--- src/hdl/timeline_window_event_generator_defines.svh ---
// ---------------------------------------------------------------------------
// timeline window event generator assertion macros
// concurrent checks, compiled out for synthesis
// ---------------------------------------------------------------------------
`ifndef TIMELINE_WINDOW_EVENT_GENERATOR_DEFINES_SVH
`define TIMELINE_WINDOW_EVENT_GENERATOR_DEFINES_SVH

`ifndef SYNTHESIS
// antecedent implies consequent in the same cycle
`define TWE_ASSERT_SAME(lbl, clk, rst, ante, cons) \
   lbl: assert property (@(posedge clk) disable iff (rst) (ante) |-> (cons)) \
      else $error("twe check failed");
// antecedent implies consequent in the next cycle
`define TWE_ASSERT_NEXT(lbl, clk, rst, ante, cons) \
   lbl: assert property (@(posedge clk) disable iff (rst) (ante) |=> (cons)) \
      else $error("twe check failed");
// condition never holds
`define TWE_ASSERT_NEVER(lbl, clk, rst, cond) \
   lbl: assert property (@(posedge clk) disable iff (rst) !(cond)) \
      else $error("twe check failed");
`else
`define TWE_ASSERT_SAME(lbl, clk, rst, ante, cons)
`define TWE_ASSERT_NEXT(lbl, clk, rst, ante, cons)
`define TWE_ASSERT_NEVER(lbl, clk, rst, cond)
`endif

`endif

--- src/hdl/twe_pkg.sv ---
// ---------------------------------------------------------------------------
// twe_pkg
// shared types and constants of the timeline window event generator
// ---------------------------------------------------------------------------
package twe_pkg;

   localparam int TIME_W      = 32;
   localparam int SPAN_W      = 31;
   localparam int SPEED_W     = 16;
   localparam int EVENT_DEPTH = 16;
   localparam int CNT_W       = 5;
   localparam int WINDOWS_DEF = 8;
   localparam int CSR_IDX_W   = 3;
   localparam int CSR_DATA_W  = 31;

   localparam logic [SPEED_W-1:0] SPEED_ONE = 16'd4096;

   // register indexes
   typedef enum logic [CSR_IDX_W-1:0] {
      CSR_LOOP_MODE      = 3'd0,
      CSR_CYCLE_LENGTH   = 3'd1,
      CSR_WINDOWS_IN_USE = 3'd2,
      CSR_EVENT_LIMIT    = 3'd3,
      CSR_TIME_SCALE     = 3'd4
   } twe_csr_idx_type;

   typedef enum logic [1:0] {
      EV_ENTER = 2'd0,
      EV_EXIT  = 2'd1,
      EV_NONE  = 2'd2
   } twe_evkind_type;

   typedef struct packed {
      logic                 loop_mode;
      logic [SPAN_W-1:0]    cycle_length;
      logic [3:0]           windows_in_use;
      logic [CNT_W-1:0]     event_limit;
      logic [SPEED_W-1:0]   time_scale;
   } twe_cfg_type;

   // queue entry: a scaled query or a table load
   typedef struct packed {
      logic              is_load;
      logic [2:0]        slot;
      logic [TIME_W-1:0] a;
      logic [TIME_W-1:0] b;
   } twe_item_type;

   typedef struct packed {
      twe_evkind_type    kind;
      logic [2:0]        win;
      logic [TIME_W-1:0] etime;
   } twe_event_type;

   typedef enum logic [2:0] {
      F_IDLE, F_MUL_P, F_MUL_C, F_SAT_C, F_PUSH
   } twe_front_state_type;

   typedef enum logic [2:0] {
      B_IDLE, B_MOD, B_WALK, B_OUT, B_NONE
   } twe_back_state_type;

endpackage

--- src/hdl/twe_channels.sv ---
// ---------------------------------------------------------------------------
// twe channel interfaces
// request, response and register write channels
// ---------------------------------------------------------------------------
interface twe_req_if;
   logic                           valid;
   logic                           ready;
   logic                           kind;
   logic signed [31:0]             prev_time;
   logic signed [31:0]             curr_time;
   logic [2:0]                     slot;
   logic [twe_pkg::SPAN_W-1:0]     window_start;
   logic [twe_pkg::SPAN_W-1:0]     window_length;
   modport source (output valid, kind, prev_time, curr_time, slot, window_start,
                   window_length, input ready);
   modport sink   (input valid, kind, prev_time, curr_time, slot, window_start,
                   window_length, output ready);
endinterface


--- src/hdl/twe_front.sv ---
// ---------------------------------------------------------------------------
// twe_front
// accepts requests, scales query times by the playback speed, queues items
// ---------------------------------------------------------------------------
module twe_front (
   input  logic                        clock,
   input  logic                        reset,
   input  logic [twe_pkg::SPEED_W-1:0] speed,
   twe_req_if.sink                     req,
   output logic                        push_valid,
   input  logic                        push_ready,
   output twe_pkg::twe_item_type       push_data
);

   localparam int PROD_W = twe_pkg::SPAN_W + twe_pkg::SPEED_W;

   twe_pkg::twe_front_state_type state_ff, state_in;
   twe_pkg::twe_item_type        item_ff, item_in;
   logic [PROD_W-1:0]            prod_ff, prod_in;
   logic [twe_pkg::SPAN_W-1:0]   mul_op;
   logic [twe_pkg::SPEED_W-1:0]  spd;

   // drop fraction, clamp negative to zero, saturate
   function automatic logic [twe_pkg::TIME_W-1:0] sat_time(input logic [PROD_W-1:0] p,
                                                          input logic neg);
      logic [PROD_W-13:0] v;
      v = p[PROD_W-1:12];
      if (neg)
         return '0;
      else if (v[PROD_W-13:twe_pkg::TIME_W] != '0)
         return '1;
      else
         return v[twe_pkg::TIME_W-1:0];
   endfunction

   // next state
   always_comb begin
      state_in = state_ff;
      case (state_ff)
         twe_pkg::F_IDLE: begin
            if (req.valid)
               state_in = req.kind ? twe_pkg::F_PUSH : twe_pkg::F_MUL_P;
         end
         twe_pkg::F_MUL_P: state_in = twe_pkg::F_MUL_C;
         twe_pkg::F_MUL_C: state_in = twe_pkg::F_SAT_C;
         twe_pkg::F_SAT_C: state_in = twe_pkg::F_PUSH;
         twe_pkg::F_PUSH: begin
            if (push_ready)
               state_in = twe_pkg::F_IDLE;
         end
         default: state_in = twe_pkg::F_IDLE;
      endcase
   end

   // outputs
   always_comb begin
      req.ready  = (state_ff == twe_pkg::F_IDLE);
      push_valid = (state_ff == twe_pkg::F_PUSH);
      push_data  = item_ff;
   end

   // shared multiplier
   assign spd     = (speed == '0) ? twe_pkg::SPEED_ONE : speed;
   assign mul_op  = (state_ff == twe_pkg::F_MUL_P) ? item_ff.a[twe_pkg::SPAN_W-1:0]
                                                   : item_ff.b[twe_pkg::SPAN_W-1:0];

   // datapath
   always_comb begin
      item_in = item_ff;
      prod_in = prod_ff;
      case (state_ff)
         twe_pkg::F_IDLE: begin
            item_in.is_load = req.kind;
            item_in.slot    = req.slot;
            item_in.a       = req.kind ? {1'b0, req.window_start} : req.prev_time;
            item_in.b       = req.kind ? {1'b0, req.window_length} : req.curr_time;
         end
         twe_pkg::F_MUL_P: prod_in = PROD_W'(mul_op) * PROD_W'(spd);
         twe_pkg::F_MUL_C: begin
            item_in.a = sat_time(prod_ff, item_ff.a[twe_pkg::TIME_W-1]);
            prod_in   = PROD_W'(mul_op) * PROD_W'(spd);
         end
         twe_pkg::F_SAT_C: item_in.b = sat_time(prod_ff, item_ff.b[twe_pkg::TIME_W-1]);
         default: ;
      endcase
   end

   always_ff @(posedge clock) begin
      if (reset)
         state_ff <= twe_pkg::F_IDLE;
      else
         state_ff <= state_in;
   end

   always_ff @(posedge clock) begin
      item_ff <= item_in;
      prod_ff <= prod_in;
   end

endmodule

--- src/flat_wrapper.sv ---
// flat-port wrapper written by rule: the top's interface ports become plain ports
module twe_front_flat 
  (clock, reset, speed, push_valid, push_ready, push_data, req_valid, req_kind, req_prev_time, req_curr_time, req_slot, req_window_start, req_window_length, req_ready);
  twe_req_if req_i ();
  input  logic clock;
  input  logic reset;
  input  logic [twe_pkg::SPEED_W-1:0] speed;
  output logic push_valid;
  input  logic push_ready;
  output twe_pkg::twe_item_type push_data;
  input wire logic [$bits(req_i.valid)-1:0] req_valid;
  input wire logic [$bits(req_i.kind)-1:0] req_kind;
  input wire logic [$bits(req_i.prev_time)-1:0] req_prev_time;
  input wire logic [$bits(req_i.curr_time)-1:0] req_curr_time;
  input wire logic [$bits(req_i.slot)-1:0] req_slot;
  input wire logic [$bits(req_i.window_start)-1:0] req_window_start;
  input wire logic [$bits(req_i.window_length)-1:0] req_window_length;
  output wire logic [$bits(req_i.ready)-1:0] req_ready;
  assign req_i.valid = req_valid;
  assign req_i.kind = req_kind;
  assign req_i.prev_time = req_prev_time;
  assign req_i.curr_time = req_curr_time;
  assign req_i.slot = req_slot;
  assign req_i.window_start = req_window_start;
  assign req_i.window_length = req_window_length;
  assign req_ready = req_i.ready;
  twe_front u_core (.clock(clock), .reset(reset), .speed(speed), .req(req_i), .push_valid(push_valid), .push_ready(push_ready), .push_data(push_data));
endmodule
--- config.mk ---
export PLATFORM = sky130hd
export DESIGN_NAME = twe_front_flat
export DESIGN_NICKNAME = d
export VERILOG_FILES = /design/src/hdl/timeline_window_event_generator_defines.svh /design/src/hdl/twe_pkg.sv /design/src/hdl/twe_channels.sv /design/src/hdl/twe_front.sv /design/src/flat_wrapper.sv
export SDC_FILE = /design/constraint.sdc
export NUM_CORES = 1
export LEC_CHECK = 0
export CAP_MARGIN = 5
export CORE_AREA = 5 5 232 234
export DETAILED_ROUTE_END_ITERATION = 10
export DIE_AREA = 0 0 237 239
export DONT_BUFFER_PORTS = 1
export GPL_TIMING_DRIVEN = 0
export SLEW_MARGIN = 10
export SYNTH_ARGS = -nofsm -noshare
export SYNTH_HDL_FRONTEND = slang
export SYNTH_SLANG_ARGS = --single-unit
--- constraint.sdc ---
create_clock -name clock -period 13.6 [get_ports clock]
set_input_delay 0.68 -clock clock [delete_from_list [all_inputs] [get_ports clock]]
set_output_delay 0.68 -clock clock [all_outputs]
set_load 0.01 [all_outputs]
# Word-level counts from Yosys, hierarchy flattened
# Index checks and enable logic that the tools add are counted.
word_totals:
  latch_bits: 0
  in_bits: 150
  out_inout_bits: 70
  reg_bits: 118
  wordCells: 33
  n_memories: 0
  rom_bits: 0
  ram_bits: 0
classes:
  bitwise: 0
  shift: 0
  n_mul: 1
  n_mux: 13
  n_reduce_logical: 7
  order_cmp: 0
  add_sub_neg: 0
  n_div: 0
  n_eq_ne: 6
op_table:
  columns: ["op", "n"]
  rows:
  - ["$mux 32", 5]
  - ["$pmux 32 s2", 2]
  - ["$mul 31x16->47", 1]
  - ["$mux 31", 1]
  - ["$logic_not 16->1", 1]
  - ["$mux 16", 1]
  - ["$pmux 3 s5", 1]
  - ["$mux 3", 3]
  - ["$eq 3x2->1 const B", 2]
  - ["$reduce_bool 2->1", 2]
  - ["$eq 3x1->1 const B", 1]
  - ["$eq 3x3->1 const B", 1]
  - ["$logic_not 3->1", 1]
  - ["$reduce_bool 3->1", 1]
  - ["$ne 2x1->1 const B", 1]
  - ["$ne 2x2->1 const B", 1]
  - ["$reduce_and 2->1", 1]
  - ["$reduce_or 2->1", 1]

# Logic depth before layout (Yosys ltp)
depth:
  word_depth: 4
  depth_mapped: 29
  depth_no_buf: 25

# Worst setup path before layout
# OpenSTA, ideal clock, no wires.
synth_timing:
  path_type: "reg-to-reg"
  startpoint: "reg u_core.state_ff[1]"
  endpoint: "reg u_core.prod_ff[45], data pin"
  n_path_buf: 4
  path_stages_with_launch: 29
  period_less_slack_ns: 7.606
  setup_ns: 0.262
  path_slack_ns: 5.994
  arrival_time_ns: 7.344
  t_required_ns: 13.338
  path_cell_list: "dfxtp_1 > buf_2 > nor3b_4 > clkbuf_1 > clkbuf_1 > mux2_2 > clkbuf_1 > nand2_1 > fa_1 > inv_1 > fa_1 > inv_1 > fa_1 > inv_1 > fa_1 > fa_1 > inv_1 > fa_1 > inv_1 > ha_1 > a21o_1 > a21o_1 > a21oi_1 > o21ai_0 > a221oi_1 > a31oi_1 > a221oi_1 > o21bai_1 > xor2_1"
synth_between:
  elab_chain_cells: 3
synth_lines:
  columns: ["item", "line_no", "source"]
  rows:
  - ["from (decl)", "twe_front.sv:17", "twe_pkg::twe_front_state_type state_ff, state_in;"]
  - ["from (signal assigned)", "twe_front.sv:90", "state_ff <= twe_pkg::F_IDLE;"]
  - ["from (signal assigned)", "twe_front.sv:92", "state_ff <= state_in;"]
  - ["$eq 3x1->1", "twe_front.sv:64, twe_front.sv:71", null]
  - ["$mux 31", "twe_front.sv:64", "assign mul_op = (state_ff == twe_pkg::F_MUL_P) ? item_ff.a[twe_pkg::SPAN_W-1:0]"]
  - ["$mul 31x16->47", "twe_front.sv:78, twe_front.sv:81", null]
  - ["to (signal assigned)", "twe_front.sv:97", "prod_ff <= prod_in;"]
  - ["to (decl)", "twe_front.sv:19", "logic [PROD_W-1:0] prod_ff, prod_in;"]
# No other way between the ends.
# A chain may end at the register's enable or synchronous reset.

# Worst setup path after layout
layout_timing:
  startpoint: "reg u_core.state_ff[2]"
  endpoint: "reg u_core.prod_ff[45], data pin"
# Same word-level chain as after synthesis.

==> metrics.md <==
| Metric | Value |
|---|---|
| Kind of critical path | reg -> reg |
| Most frequent cells in the layout | inv_1, fa_1, nand2_1 |
| WHS Endpoint | u_core.state_ff[2]$_SDFFE_PP0P_ |
| Yosys cell types | 55 |
| Area of the multi-input gates | 15,200 sq um |
| Area Overhead vs Synth | 5.79% |
| Post-Syn Area per Cell | approximately 9.6 sq um |
| Initial antenna violation count | 6 |
| Slew margin rel. | 30.5% |
| Placeable Area | 51,800 sq um |
| Worst R2R Setup Slack | 3.97 ns |
| Via/cell ratio | 5.36 |
| Most frequent CP cell | fa_1 |
| Yosys Warn Count | 0 |
| Tmin final | 9.63 ns |
| CP endpoint kind | flip-flop |
| Reg2reg path depth | 25 |
| Commonest non-fill, non-tap cell in the layout | inv_1 |
| Initial Utilization | 39.4% |
| Slew Viols, Final | 0 |
| Tightest Pin Transition | 1.04 ns |
| Vias | 15.2k |
| Detailed Route Iter0 Violations | 1,244 |
| Status | finished, final reports clean |
| Gpl congestion | 0.919 |
| Avg WL per Cell | 22.3 um |
| TritonCTS Sinks | approximately 110 |
| Worst min-delay path startpoint | reset |
| RSZ-0062 raised after global routing | false |
| GRT Resource Usage Total | 22.3% |
| Largest net degree at the start of global routing | 36 |
| Finished Core Util | 41.7% |
| Clock Tree Buf Depth | 2 |
| # rows | 84 |
| Max Cap Viol | 0 |
| Worst path max stage delay | 0.72 ns |
| Cts hold-fix bufs | 0 |
| Clk_lat worst skew | 0.36 ns |
| Die width | 237 um |
| R2r endpoint | u_core.prod_ff[45]$_DFFE_PP_ |
| Clk root buf | clkbuf_16 |
| CTS tree | built |
| Clock Skew | between 0.015 and 0.02 ns |
| Fin crit share | between 70% and 80% |
| Worst Hold Class | in -> reg |
| CP Data Required Time | approximately 14 ns |
| Hold path cells | 1 |
| Antenna Cells | 0 |
| FF+latch count, synth | 106 |
| Hold Vio Cnt, Final | 0 |
| Vias in the first global route | around 16k |
| Fill cell count | 5,098 |
| Clock transition at path regs | around 0.07 ns |
| Post-synthesis async set-or-reset flop share | 0% |
| Cts repair resizes | 0 |
| Total global routing overflow | 0 |
| # IOs | 220 |
| First-pass GRT wire length | a little under 100,000 um |
| ANT nets after route | 0 |
| HPWL Detailed | 53,100 um |
| Die area | 56,600 sq um |
| H-tree depth | 3 |
| EDFF count, synth | 103 |
| Synth Net Count | 2,802 |
| Worst Path Arrival | 9.74 ns |
| Die Y | 239 um |
| CP max-delay cell | o21ai_0 |
| Storage cell area | 3150 sq um |
| Ratio of cells with drive above 1 in the final layout | 2.98% |
| TritonCTS Buffers | 9 |
| Post-layout net count | 2,814 |
| Routed Wire Length | 63,200 um |
| Drt first pass iters | 5 |
| Worst setup SP type | flip-flop |
| Reg2reg start | u_core.state_ff[2]$_SDFFE_PP0P_ |
| CP max FO | 10 |
| Sequential fraction of the synthesis area | between 15 and 20% |
| Post-synth top flop | edfxtp_1 |
| Post-CTS setup buffers | 0 |
| Fmax | 104 MHz |
| IO buf count | 0 |
| # setup viols final | 0 |
| Synth Instances | 2,133 |
| Mapped Area | 20,400 sq um |
| # DRC | 0 |
| Sum Neg Setup Slack | 0 ns |
## cells by family after synthesis
| kind of cell | Yosys count | synth area share (%) |
|---|---|---|
| mux | 94 | 4.84 |
| flops | 106 | 15.5 |
| fa+ha+maj | 519 | 46.6 |
| buf+inv | 555 | 10.2 |
| simple gates | 631 | 15.1 |
| xor+xnor | 38 | 1.63 |
| compound gates | 190 | 6.13 |
## sequential cells by signal, indices dropped and copies added, names as in the netlist
register,flops
u_core.push_data,68
u_core.prod_ff,35
u_core.state_ff,3
## per-stage QoR
| stage | setup slack, ns | hold slack [ns] | instances | cell area [sq um] |
|---|---|---|---|---|
| floorplan | 5.99 | 0.509 | 2133 | 20400 |
| global placement | 4.17 | 0.527 | 2821 | 21300 |
| detailed placement | 4.13 | 0.563 | 2822 | 21300 |
| CTS | 4.09 | 0.386 | 2838 | 21600 |
| global route | 3.60 | 0.375 | 2838 | 21600 |
| finish | 3.97 | 0.390 | 2838 | 21600 |
## worst max path at each step
stage / start / endpoint / slack [ns] / cells past startpoint
3_3_place_gp: u_core.state_ff[1]$_SDFFE_PP0P_ / u_core.prod_ff[45]$_DFFE_PP_ / 4.17 / 25
2_1_floorplan: u_core.state_ff[1]$_SDFFE_PP0P_ / u_core.prod_ff[45]$_DFFE_PP_ / 5.99 / 28
3_5_place_dp: u_core.state_ff[2]$_SDFFE_PP0P_ / u_core.prod_ff[45]$_DFFE_PP_ / 4.13 / 25
4_1_cts: u_core.state_ff[2]$_SDFFE_PP0P_ / u_core.prod_ff[45]$_DFFE_PP_ / 4.09 / 25
6_report: u_core.state_ff[2]$_SDFFE_PP0P_ / u_core.prod_ff[45]$_DFFE_PP_ / 3.97 / 25
5_1_grt: u_core.state_ff[0]$_SDFFE_PP0P_ / u_core.prod_ff[45]$_DFFE_PP_ / 3.60 / 25
## routing by layer
metal | vias to the layer above | global-route usage, % | wire length, um
li1 | 6583 | - | -
met1 | 7876 | 29.3 | 24800
met2 | 630 | 37.1 | 30200
met3 | 133 | 4.25 | 5220
met4 | 2 | 8.22 | 2980
met5 | - | 0 | 13
## synth_stat cells (28+ instances only)
library cell | number | area (sq um)
a21oi_1 | 43 | 215
edfxtp_1 | 103 | 3090
clkbuf_1 | 108 | 405
o22ai_1 | 63 | 394
mux2_2 | 29 | 327
and2_1 | 221 | 1380
ha_1 | 116 | 1450
nand2_1 | 304 | 1140
nor2_1 | 56 | 210
fa_1 | 403 | 8070
mux2i_1 | 63 | 631
a21o_1 | 28 | 210
inv_1 | 437 | 1640
## layout make-up
type | instances | share of cell area (%)
Sequential cell | 106 | 14.6
Clock buffer | 9 | 1.04
Timing Repair Buffer | 1 | 0.127
Inverter | 437 | 7.60
Tap cell | 688 | 3.99
Clock inverter | 7 | 0.284
Buffer | 118 | 2.08
Multi-Input combinational cell | 1472 | 70.3
## critical path, delay by kind of cell, from the launching register on
kind | cells | cell delay, ns
adder cells (fa/ha/maj) | 7 | 3.40
buffers and inverters | 7 | 2.14
XOR/XNOR | 1 | 0.16
AO/OA/AOI/OAI | 7 | 2.29
multiplexers | 1 | 0.47
flip-flops | 1 | 0.30
AND/OR/NAND/NOR | 2 | 0.59
Power is left out: the tool's default activity adds up to more than one toggle a clock period on the data nets, which glitch-free logic cannot reach.
