## src/hdl/timeline_window_event_generator_defines.svh

```systemverilog
// ---------------------------------------------------------------------------
// timeline window event generator assertion macros
// concurrent checks, compiled out for synthesis
// ---------------------------------------------------------------------------
`ifndef TIMELINE_WINDOW_EVENT_GENERATOR_DEFINES_SVH
`define TIMELINE_WINDOW_EVENT_GENERATOR_DEFINES_SVH

`ifndef SYNTHESIS
// antecedent implies consequent in the same cycle
`define TWE_ASSERT_SAME(lbl, clk, rst, ante, cons) \
   lbl: assert property (@(posedge clk) disable iff (rst) (ante) |-> (cons)) \
      else $error("twe check failed");
// antecedent implies consequent in the next cycle
`define TWE_ASSERT_NEXT(lbl, clk, rst, ante, cons) \
   lbl: assert property (@(posedge clk) disable iff (rst) (ante) |=> (cons)) \
      else $error("twe check failed");
// condition never holds
`define TWE_ASSERT_NEVER(lbl, clk, rst, cond) \
   lbl: assert property (@(posedge clk) disable iff (rst) !(cond)) \
      else $error("twe check failed");
`else
`define TWE_ASSERT_SAME(lbl, clk, rst, ante, cons)
`define TWE_ASSERT_NEXT(lbl, clk, rst, ante, cons)
`define TWE_ASSERT_NEVER(lbl, clk, rst, cond)
`endif

`endif

```

## src/hdl/twe_pkg.sv

```systemverilog
// ---------------------------------------------------------------------------
// twe_pkg
// shared types and constants of the timeline window event generator
// ---------------------------------------------------------------------------
package twe_pkg;

   localparam int TIME_W      = 32;
   localparam int SPAN_W      = 31;
   localparam int SPEED_W     = 16;
   localparam int EVENT_DEPTH = 16;
   localparam int CNT_W       = 5;
   localparam int WINDOWS_DEF = 8;
   localparam int CSR_IDX_W   = 3;
   localparam int CSR_DATA_W  = 31;

   localparam logic [SPEED_W-1:0] SPEED_ONE = 16'd4096;

   // register indexes
   typedef enum logic [CSR_IDX_W-1:0] {
      CSR_LOOP_MODE      = 3'd0,
      CSR_CYCLE_LENGTH   = 3'd1,
      CSR_WINDOWS_IN_USE = 3'd2,
      CSR_EVENT_LIMIT    = 3'd3,
      CSR_TIME_SCALE     = 3'd4
   } twe_csr_idx_type;

   typedef enum logic [1:0] {
      EV_ENTER = 2'd0,
      EV_EXIT  = 2'd1,
      EV_NONE  = 2'd2
   } twe_evkind_type;

   typedef struct packed {
      logic                 loop_mode;
      logic [SPAN_W-1:0]    cycle_length;
      logic [3:0]           windows_in_use;
      logic [CNT_W-1:0]     event_limit;
      logic [SPEED_W-1:0]   time_scale;
   } twe_cfg_type;

   // queue entry: a scaled query or a table load
   typedef struct packed {
      logic              is_load;
      logic [2:0]        slot;
      logic [TIME_W-1:0] a;
      logic [TIME_W-1:0] b;
   } twe_item_type;

   typedef struct packed {
      twe_evkind_type    kind;
      logic [2:0]        win;
      logic [TIME_W-1:0] etime;
   } twe_event_type;

   typedef enum logic [2:0] {
      F_IDLE, F_MUL_P, F_MUL_C, F_SAT_C, F_PUSH
   } twe_front_state_type;

   typedef enum logic [2:0] {
      B_IDLE, B_MOD, B_WALK, B_OUT, B_NONE
   } twe_back_state_type;

endpackage

```

## src/hdl/twe_back.sv

```systemverilog
// ---------------------------------------------------------------------------
// twe_back
// window table, loop modulo, window walk, sorted event list and output
// ---------------------------------------------------------------------------
`include "timeline_window_event_generator_defines.svh"

module twe_back #(
   parameter int WINDOWS = twe_pkg::WINDOWS_DEF
) (
   input  logic                  clock,
   input  logic                  reset,
   input  twe_pkg::twe_cfg_type  cfg,
   input  logic                  pop_valid,
   output logic                  pop_ready,
   input  twe_pkg::twe_item_type pop_data,
   output logic                  rsp_valid,
   input  logic                  rsp_ready,
   output twe_pkg::twe_event_type rsp_data,
   output logic                  rsp_last
);

   localparam int WIN_W  = (WINDOWS > 1) ? $clog2(WINDOWS) : 1;
   localparam int WCNT_W = $clog2(WINDOWS + 1);
   localparam int TW     = twe_pkg::TIME_W;
   localparam int DEPTH  = twe_pkg::EVENT_DEPTH;
   localparam int CW     = twe_pkg::CNT_W;

   twe_pkg::twe_back_state_type state_ff, state_in;

   logic [twe_pkg::SPAN_W-1:0] start_ff [WINDOWS];
   logic [twe_pkg::SPAN_W-1:0] len_ff   [WINDOWS];

   logic [TW-1:0]      p_ff, p_in, c_ff, c_in;
   logic [TW-1:0]      xp_ff, xp_in, xc_ff, xc_in;
   logic [4:0]         bit_ff, bit_in;
   logic               loop_ff, loop_in;
   logic [WCNT_W-1:0]  w_ff, w_in, nwin_ff, nwin_in;
   logic               ph_ff, ph_in;
   logic [CW-1:0]      n_ff, n_in, lim_ff, lim_in;

   twe_pkg::twe_event_type cell_ff [DEPTH];
   twe_pkg::twe_event_type cell_in [DEPTH];
   twe_pkg::twe_event_type key;
   logic [DEPTH-1:0]       gt;

   logic               take_item, do_load, looping_now, out_xfer;
   logic               walk_done, wrapped, fire, insert;
   logic [WIN_W-1:0]   widx, lidx;
   logic [TW-1:0]      st, en, edge_t, cyc;
   logic [TW-1:0]      rp_sh, rc_sh;
   logic [twe_pkg::SPAN_W-1:0] len_w;

   assign take_item   = pop_valid && pop_ready;
   assign do_load     = take_item && pop_data.is_load && (32'(pop_data.slot) < WINDOWS);
   assign looping_now = cfg.loop_mode && (cfg.cycle_length != '0);
   assign out_xfer    = rsp_valid && rsp_ready;
   assign cyc         = {1'b0, cfg.cycle_length};

   // current window edge
   assign widx    = w_ff[WIN_W-1:0];
   assign lidx    = WIN_W'(pop_data.slot);
   assign len_w   = len_ff[widx];
   assign st      = {1'b0, start_ff[widx]};
   assign en      = st + {1'b0, len_w};
   assign edge_t  = ph_ff ? en : st;
   assign wrapped = loop_ff && (c_ff < p_ff);
   assign walk_done = (w_ff == nwin_ff);
   always_comb begin
      if (len_w == '0)
         fire = 1'b0;
      else if (wrapped)
         fire = ((edge_t > p_ff) && (edge_t < cyc)) || (edge_t <= c_ff);
      else
         fire = (edge_t > p_ff) && (edge_t <= c_ff);
   end
   assign insert = (state_ff == twe_pkg::B_WALK) && !walk_done && fire && (n_ff < lim_ff);

   assign key.kind  = ph_ff ? twe_pkg::EV_EXIT : twe_pkg::EV_ENTER;
   assign key.win   = 3'(w_ff);
   assign key.etime = edge_t;

   // one restoring step per lane
   assign rp_sh = {p_ff[TW-2:0], xp_ff[TW-1]};
   assign rc_sh = {c_ff[TW-2:0], xc_ff[TW-1]};

   // cells ahead of which the new event goes
   always_comb begin
      for (int i = 0; i < DEPTH; i++) begin
         if (CW'(i) < n_ff)
            gt[i] = (cell_ff[i].etime > key.etime) ||
                    ((cell_ff[i].etime == key.etime) && (cell_ff[i].kind > key.kind));
         else
            gt[i] = 1'b1;
      end
   end

   // next state
   always_comb begin
      state_in = state_ff;
      case (state_ff)
         twe_pkg::B_IDLE: begin
            if (pop_valid && !pop_data.is_load)
               state_in = looping_now ? twe_pkg::B_MOD : twe_pkg::B_WALK;
         end
         twe_pkg::B_MOD: begin
            if (bit_ff == 5'd31)
               state_in = twe_pkg::B_WALK;
         end
         twe_pkg::B_WALK: begin
            if (walk_done)
               state_in = (n_ff == '0) ? twe_pkg::B_NONE : twe_pkg::B_OUT;
         end
         twe_pkg::B_OUT: begin
            if (rsp_ready && (n_ff == CW'(1)))
               state_in = twe_pkg::B_IDLE;
         end
         twe_pkg::B_NONE: begin
            if (rsp_ready)
               state_in = twe_pkg::B_IDLE;
         end
         default: state_in = twe_pkg::B_IDLE;
      endcase
   end

   // outputs
   always_comb begin
      pop_ready = (state_ff == twe_pkg::B_IDLE);
      rsp_valid = (state_ff inside {twe_pkg::B_OUT, twe_pkg::B_NONE});
      if (state_ff == twe_pkg::B_NONE) begin
         rsp_data.kind  = twe_pkg::EV_NONE;
         rsp_data.win   = '0;
         rsp_data.etime = '0;
         rsp_last       = 1'b1;
      end else begin
         rsp_data = cell_ff[0];
         rsp_last = (n_ff == CW'(1));
      end
   end

   // datapath
   always_comb begin
      p_in = p_ff;  c_in = c_ff;  xp_in = xp_ff;  xc_in = xc_ff;
      bit_in = bit_ff;  loop_in = loop_ff;  w_in = w_ff;  ph_in = ph_ff;
      n_in = n_ff;  lim_in = lim_ff;  nwin_in = nwin_ff;
      cell_in = cell_ff;
      case (state_ff)
         twe_pkg::B_IDLE: begin
            if (take_item && !pop_data.is_load) begin
               loop_in = looping_now;
               w_in    = '0;
               ph_in   = 1'b0;
               n_in    = '0;
               bit_in  = '0;
               lim_in  = (cfg.event_limit > CW'(DEPTH)) ? CW'(DEPTH) : cfg.event_limit;
               nwin_in = (32'(cfg.windows_in_use) > WINDOWS) ? WCNT_W'(WINDOWS)
                                                            : WCNT_W'(cfg.windows_in_use);
               if (looping_now) begin
                  xp_in = pop_data.a;
                  xc_in = pop_data.b;
                  p_in  = '0;
                  c_in  = '0;
               end else if (pop_data.b < pop_data.a) begin
                  p_in = pop_data.b;
                  c_in = pop_data.a;
               end else begin
                  p_in = pop_data.a;
                  c_in = pop_data.b;
               end
            end
         end
         twe_pkg::B_MOD: begin
            p_in   = (rp_sh >= cyc) ? rp_sh - cyc : rp_sh;
            c_in   = (rc_sh >= cyc) ? rc_sh - cyc : rc_sh;
            xp_in  = {xp_ff[TW-2:0], 1'b0};
            xc_in  = {xc_ff[TW-2:0], 1'b0};
            bit_in = bit_ff + 5'd1;
         end
         twe_pkg::B_WALK: begin
            if (!walk_done) begin
               ph_in = ~ph_ff;
               if (ph_ff)
                  w_in = w_ff + WCNT_W'(1);
               if (insert) begin
                  n_in = n_ff + CW'(1);
                  if (gt[0])
                     cell_in[0] = key;
                  for (int i = 1; i < DEPTH; i++) begin
                     if (gt[i])
                        cell_in[i] = gt[i-1] ? cell_ff[i-1] : key;
                  end
               end
            end
         end
         twe_pkg::B_OUT: begin
            if (out_xfer) begin
               n_in = n_ff - CW'(1);
               for (int i = 0; i < DEPTH - 1; i++)
                  cell_in[i] = cell_ff[i+1];
            end
         end
         default: ;
      endcase
   end

   always_ff @(posedge clock) begin
      if (reset)
         state_ff <= twe_pkg::B_IDLE;
      else
         state_ff <= state_in;
   end

   // window table, all windows disabled after reset
   always_ff @(posedge clock) begin
      if (reset) begin
         for (int i = 0; i < WINDOWS; i++) begin
            start_ff[i] <= '0;
            len_ff[i]   <= '0;
         end
      end else if (do_load) begin
         start_ff[lidx] <= pop_data.a[twe_pkg::SPAN_W-1:0];
         len_ff[lidx]   <= pop_data.b[twe_pkg::SPAN_W-1:0];
      end
   end

   always_ff @(posedge clock) begin
      if (reset) begin
         n_ff <= '0;
      end else begin
         n_ff <= n_in;
      end
   end

   always_ff @(posedge clock) begin
      p_ff    <= p_in;
      c_ff    <= c_in;
      xp_ff   <= xp_in;
      xc_ff   <= xc_in;
      bit_ff  <= bit_in;
      loop_ff <= loop_in;
      w_ff    <= w_in;
      ph_ff   <= ph_in;
      lim_ff  <= lim_in;
      nwin_ff <= nwin_in;
      cell_ff <= cell_in;
   end

   // checks
   `TWE_ASSERT_NEVER(a_count_bound, clock, reset, n_ff > CW'(DEPTH))
   `TWE_ASSERT_SAME(a_out_has_event, clock, reset, state_ff == twe_pkg::B_OUT, n_ff != '0)
   `TWE_ASSERT_SAME(a_mod_reduced, clock, reset, (state_ff == twe_pkg::B_WALK) && loop_ff, (p_ff < cyc) && (c_ff < cyc))
   `TWE_ASSERT_NEXT(a_none_then_idle, clock, reset, (state_ff == twe_pkg::B_NONE) && rsp_ready, state_ff == twe_pkg::B_IDLE)

endmodule

```

## config.mk

```make
export PLATFORM = sky130hd
export DESIGN_NAME = twe_back
export DESIGN_NICKNAME = d
export VERILOG_FILES = /design/src/hdl/twe_pkg.sv /design/src/hdl/twe_back.sv
export VERILOG_INCLUDE_DIRS = /design/src /design/src/hdl
export SDC_FILE = /design/constraint.sdc
export NUM_CORES = 2
export LEC_CHECK = 0
export CORE_UTILIZATION = 60
export DETAILED_ROUTE_END_ITERATION = 10
export DONT_BUFFER_PORTS = 1
export GPL_TIMING_DRIVEN = 0
export MAX_ROUTING_LAYER = met4
export PLACE_DENSITY = 0.76
export SETUP_SLACK_MARGIN = 0.02
export SKIP_CTS_REPAIR_TIMING = 1
export SLEW_MARGIN = 20
export SYNTH_ARGS = -nofsm -noshare
export SYNTH_HDL_FRONTEND = slang
export SYNTH_SLANG_ARGS = --single-unit
```

## constraint.sdc

```tcl
create_clock -name clock -period 12.45 [get_ports clock]
set_input_delay 0.6225 -clock clock [delete_from_list [all_inputs] [get_ports clock]]
set_output_delay 0.6225 -clock clock [all_outputs]
set_load 0.02 [all_outputs]
```

# ---- After elaboration in Yosys (flattened, before gate mapping)
# Memory sizes are Yosys's and may differ from the RTL's. A register that Yosys moved wholly into a read port is not among the register bits.
# Cells that the tools add are included.
dict set report op_classes {
  addsub 7
  multipliers 0
  div 0
  n_lt_le_gt_ge 58
  n_eq_ne 49
  shifts 0
  muxes 107
  n_bitwise 2
  reduce_logical 82
}
# operator count
set op_table {}
lappend op_table {{37-bit two-way mux} 32}
lappend op_table {{592-bit two-way mux} 2}
lappend op_table {{555-bit case mux with 2 select lines} 1}
lappend op_table {{555-bit two-way mux} 1}
lappend op_table {{32-bit greater-than comparator} 17}
lappend op_table {{32-bit == test} 16}
lappend op_table {{32-bit two-way mux} 13}
lappend op_table {{32-bit case mux with 2 select lines} 4}
lappend op_table {{5-bit AND reduction} 17}
lappend op_table {{32-bit by 31-bit greater-or-equal comparator with 1-bit output} 2}
lappend op_table {{32-bit less-than comparator} 2}
lappend op_table {{32-bit by 31-bit subtractor with 32-bit output} 2}
lappend op_table {{31-bit two-way mux} 2}
lappend op_table {{31-bit OR reduction} 2}
lappend op_table {{2-bit inequality test, second input constant} 23}
lappend op_table {{4-bit by 5-bit less-than comparator with 1-bit output, first input constant} 8}
lappend op_table {{31-bit by 31-bit adder with 32-bit output} 1}
lappend op_table {{2-bit by 1-bit greater-than comparator with 1-bit output} 16}
lappend op_table {{32-bit <= comparator} 1}
lappend op_table {{32-bit by 31-bit less-than comparator with 1-bit output} 1}
lappend op_table {{31-bit zero test} 1}
lappend op_table {{31-bit nonzero test} 1}
lappend op_table {{3-bit two-way mux} 10}
lappend op_table {{1-bit logical AND} 29}
lappend op_table {{other kinds (35)} 101}
dict set report totals {
  reg_bits 748
  latch_bits 0
  ramBits 496
  romBits 0
  inputBits 129
  out_inout_bits 40
  elab_cells 367
  memories 2
}
# memory depth width rd rd_ports_with_merged_regs wr line_no
set mem_list {}
lappend mem_list {len_ff 8 31 1 1 8 twe_back.sv:31} ;# logic [twe_pkg::SPAN_W-1:0] len_ff [WINDOWS];
lappend mem_list {start_ff 8 31 1 1 8 twe_back.sv:30} ;# logic [twe_pkg::SPAN_W-1:0] start_ff [WINDOWS];

# ---- Depth between registers and ports, before layout
dict set report logic_depth {
  depth_word 12
  ltp_mapped 35
  depth_no_buf 27
}

# ---- Least setup slack after synthesis
# Ideal clock, no wire load.
dict set report synth_timing {
  path_kind {register to register}
  start {register with a tool-made name}
  end {register cell_ff[407] (netlist bit), enable pin}
  setup_time_ns 0.483
  arrival_time_ns 9.991
  required_time_ns 11.967
  path_slack_ns 1.976
  stages_incl_launch_ff 32
  path_buffers 9
  period_less_slack_ns 10.474
  path_cell_list {dfxtp_1 clkbuf_1 buf_4 buf_4 buf_2 buf_2 mux4_2 mux2i_1 inv_1 ha_1 nor2b_1 o31a_1 o211ai_1 a211oi_1 or3_1 clkbuf_1 a21o_1 a21o_1 xnor2_1 mux2i_1 clkbuf_1 inv_1 ha_1 and4_1 nand4_1 or4_1 or4_1 o211ai_1 o41ai_2 buf_8 buf_8 o21ai_0}
}
# item line_no
set synth_lines {}
lappend synth_lines {{end signal: assignment} twe_back.sv:244} ;# cell_ff <= cell_in;
lappend synth_lines {{end: declaration} twe_back.sv:41} ;# twe_pkg::twe_event_type cell_ff [DEPTH];

==> results.yml <==
finish:
  syn_to_final_growth_pct: 10.3
  stdcell_area_um2: 88300
  drive_gt1_share_pct: 7.27
  layout.nets: 8625
  fillers: 10000
  fin_util_pct: 66.9
clock_tree:
  cts.clk_slew.worst_paths_ns: 0.06
  htreeDepth: 4
  clkSinkCount: 1247
  insertion_delay_ns: 0.84
  cts-root-buf: "clkbuf_16"
  cts_tree: "built"
  cts_buffer_depth: 3
  cts_buffers: 141
setup_path:
  reg2reg_setup_slack_ns: 0.20
  reg2reg_to: "cell_ff[116]"
  start_kind: "flop"
  worstSetupPathType: "flop to flop"
  max_stage_delay_ns: 0.91
  worstPathMaxFanout: 19
  endpoint_kind: "flop"
  crit_required_ns: 13.00
  crit_slowest_cell: "clkbuf_1"
  reg2regPathDepth: 31
  cp_data_arrival_time_ns: 12.79
  crit_top_cell: "clkbuf_1"
yosys:
  yosysTopAreaCell: "edfxtp_1"
  synth_top_area_share_pct: 46.4
  synthTopCellsByArea: "edfxtp_1 (46%), ha_1 (12%), mux2i_1 (6.3%)"
  syn_area_um2: 80100
  ys_ff_latch: 1247
  yosys_most_used_dff: "edfxtp_1"
  synthesis.nets: 8431
  yosysSeqAreaShare_pct: 46.6
  syn-mean-instance-area_um2: 10.7
  ys_types: 81
  async_flop_share_pct: 0
  synth_edf_count: 1236
  syn_inst: 7512
  yosysWarnings: 0
timing:
  tightest_slew_ns: 1.33
  fin_ws_ns: 0.204
  skew_ns: 0.0672
  layout_worst_path_cycle_share_pct: 98.4
  rsz0062_at_grt: "false"
  slew_violations: 0
  fin_crit_ns: 12.25
  final_hold_viol_count: 1
  setup_viol: 0
  slew_headroom_pct: 11.2
  max_freq_mhz: 81.7
  fin_hold_ws_ns: -0.0121
die:
  die_x_um: 367
  die_y_um: 367
  core_um2: 132000
  fp-row-count: 133
  start_util_pct: 60.7
  dieArea_um2: 135000
  io_pins: 169
placed_design:
  dpl.hpwl_um: 219000
  place.gp.congestion: 1.07
  io_buffers: 0
  dpl_worst_slack_ns: 0.668
  placed_cell_area_um2: 83600
route:
  wire_per_inst_um: 30.5
  via_count: 66000
  drc_errors: 0
  routed_wl_um: 292000
  vias_per_cell: 6.89
  ant_nets: 0
  dr.pass1.iters: 8
  drt_iter0_markers: 9403
job:
  drv_cap: 0
pwr:
  power.leakage_nw: 33.5
  peakVddDrop_uv: 258
  p_per_area_nw_per_um2: 296
  power_mw: 26.2
grt:
  first_global_vias: 64200
  grt_max_degree: 53
  grt_util_all_layers_pct: 43.7
  grt_pass1_wl_um: 420000
  grt_overflow: 0
  antenna_found_initial: 12
worst_hold_path:
  hold_class: "primary input to flop"
  whs_path_depth: 2
  hp-start: "pop_data[31]"
  min_to: "xc_ff[31]"
run_status:
  violations: "hold timing"
  status: "complete, but fails checks"
[kinds of logic (layout without fill, tap and decap cells)]
group | Yosys count | after routing | share of synthesized area, %
AOI/OAI and AO/OA | 1735 | 1735 | 12.6
other | 0 | 7 | 0
adders and majority gates | 790 | 790 | 12.4
muxes | 677 | 677 | 10.5
xor gates and xnor gates | 83 | 83 | 0.908
DFF | 1247 | 1247 | 46.6
buffers and inverters | 749 | 1059 | 3.68
and+or+nand+nor | 2231 | 2231 | 13.3
[Yosys cell counts, types with 31 or more instances]
cell,count
edfxtp_1,1236
nand2_1,953
ha_1,787
o21ai_0,742
mux2i_1,503
a21oi_1,429
clkbuf_1,403
and2_1,303
nor2_1,253
inv_1,249
nor3_1,228
a21o_1,159
nand4_1,144
mux4_2,124
nor4_1,94
nor2b_1,73
o21a_1,64
nand3_1,62
buf_2,51
mux2_2,50
o22ai_1,48
xnor2_1,46
xor2_1,37
a211oi_1,35
nand2b_1,34
o21ai_1,33
buf_1,31
o211ai_1,31
[layout by cell type (no fill, tap or decap), types with 34 or more instances in the layout]
| master | count |
|---|---|
| inv_1 | 249 |
| mux2i_1 | 501 |
| clkbuf_1 | 418 |
| o21ai_0 | 726 |
| a211oi_1 | 35 |
| edfxtp_1 | 1236 |
| nand4_1 | 144 |
| xor2_1 | 37 |
| a21o_1 | 159 |
| o22ai_1 | 48 |
| nor4_1 | 94 |
| nand2b_1 | 34 |
| clkbuf_16 | 141 |
| nand3_1 | 62 |
| a21oi_1 | 419 |
| nor3_1 | 227 |
| buf_2 | 54 |
| o21a_1 | 64 |
| mux4_2 | 124 |
| ha_1 | 787 |
| nor2b_1 | 73 |
| mux2_2 | 50 |
| and2_1 | 303 |
| xnor2_1 | 46 |
| nor2_1 | 252 |
| nand2_1 | 952 |
[how the worst max path moves through the flow]
stage | from | endpoint | slack [ns] | cells past startpoint
2_1_floorplan | flop | cell_ff[407] | 1.98 | 31
3_3_place_gp | flop | cell_ff[8] | -4.76 | 25
3_5_place_dp | flop | cell_ff[122] | 0.67 | 30
4_1_cts | flop | cell_ff[111] | 0.65 | 30
5_1_grt | flop | cell_ff[119] | 0.20 | 31
6_report | flop | cell_ff[116] | 0.20 | 31
[routing by layer]
layer	wire, um	GRT usage [%]
met1	105000	52.9
met2	132000	66.3
met3	33300	9.71
met4	22200	28.2
met5	0	-
[state kept, by name, summed over array words and instances, names as in the netlist, named ones only]
register,flops
nwin_ff,4
ph_ff,1
start_ff,248
w_ff,4
bit_ff,5
p_ff,32
cell_ff,592
n_ff,5
state_ff,3
lim_ff,5
xc_ff,32
len_ff,248
loop_ff,1
xp_ff,32
c_ff,32
[stage by stage]
step / TNS (ns) / cells
finish: 0 / 9584
global route: 0 / 9582
CTS: 0 / 9577
detailed placement: 0 / 9318
global placement: -2254.72 / 9267
floorplan: 0 / 7512
[report_power, final]
part	total [mW]	leakage, nW	internal (mW)	switching [mW]
logic	15.4	19.1	5.16	10.3
registers	6.42	12.1	5.74	0.680
clock network	4.33	2.25	2.39	1.93
[area by class of cell]
class	count	area, um^2	share of cell area, %
inverter	253	950	1.08
multi-input combinational	5516	40100	45.4
buffer	496	2020	2.29
clock buffer	174	3670	4.16
sequential	1247	37300	42.3
tap	1755	2200	2.49
antenna	7	17.5	0.0198
timing repair buffer	51	1010	1.15
clock inverter	85	1010	1.14
[worst max-delay path, delay by kind of cell, from the launching register on]
kind,cells,cell delay [ns]
adders and majority gates,2,0.60
and+or+nand+nor,5,0.85
buffers and inverters,9,5.28
DFF,1,0.31
xor gates and xnor gates,1,0.15
AOI/OAI and AO/OA,14,4.75
No activity file was read; power rests on OpenSTA's default activity.
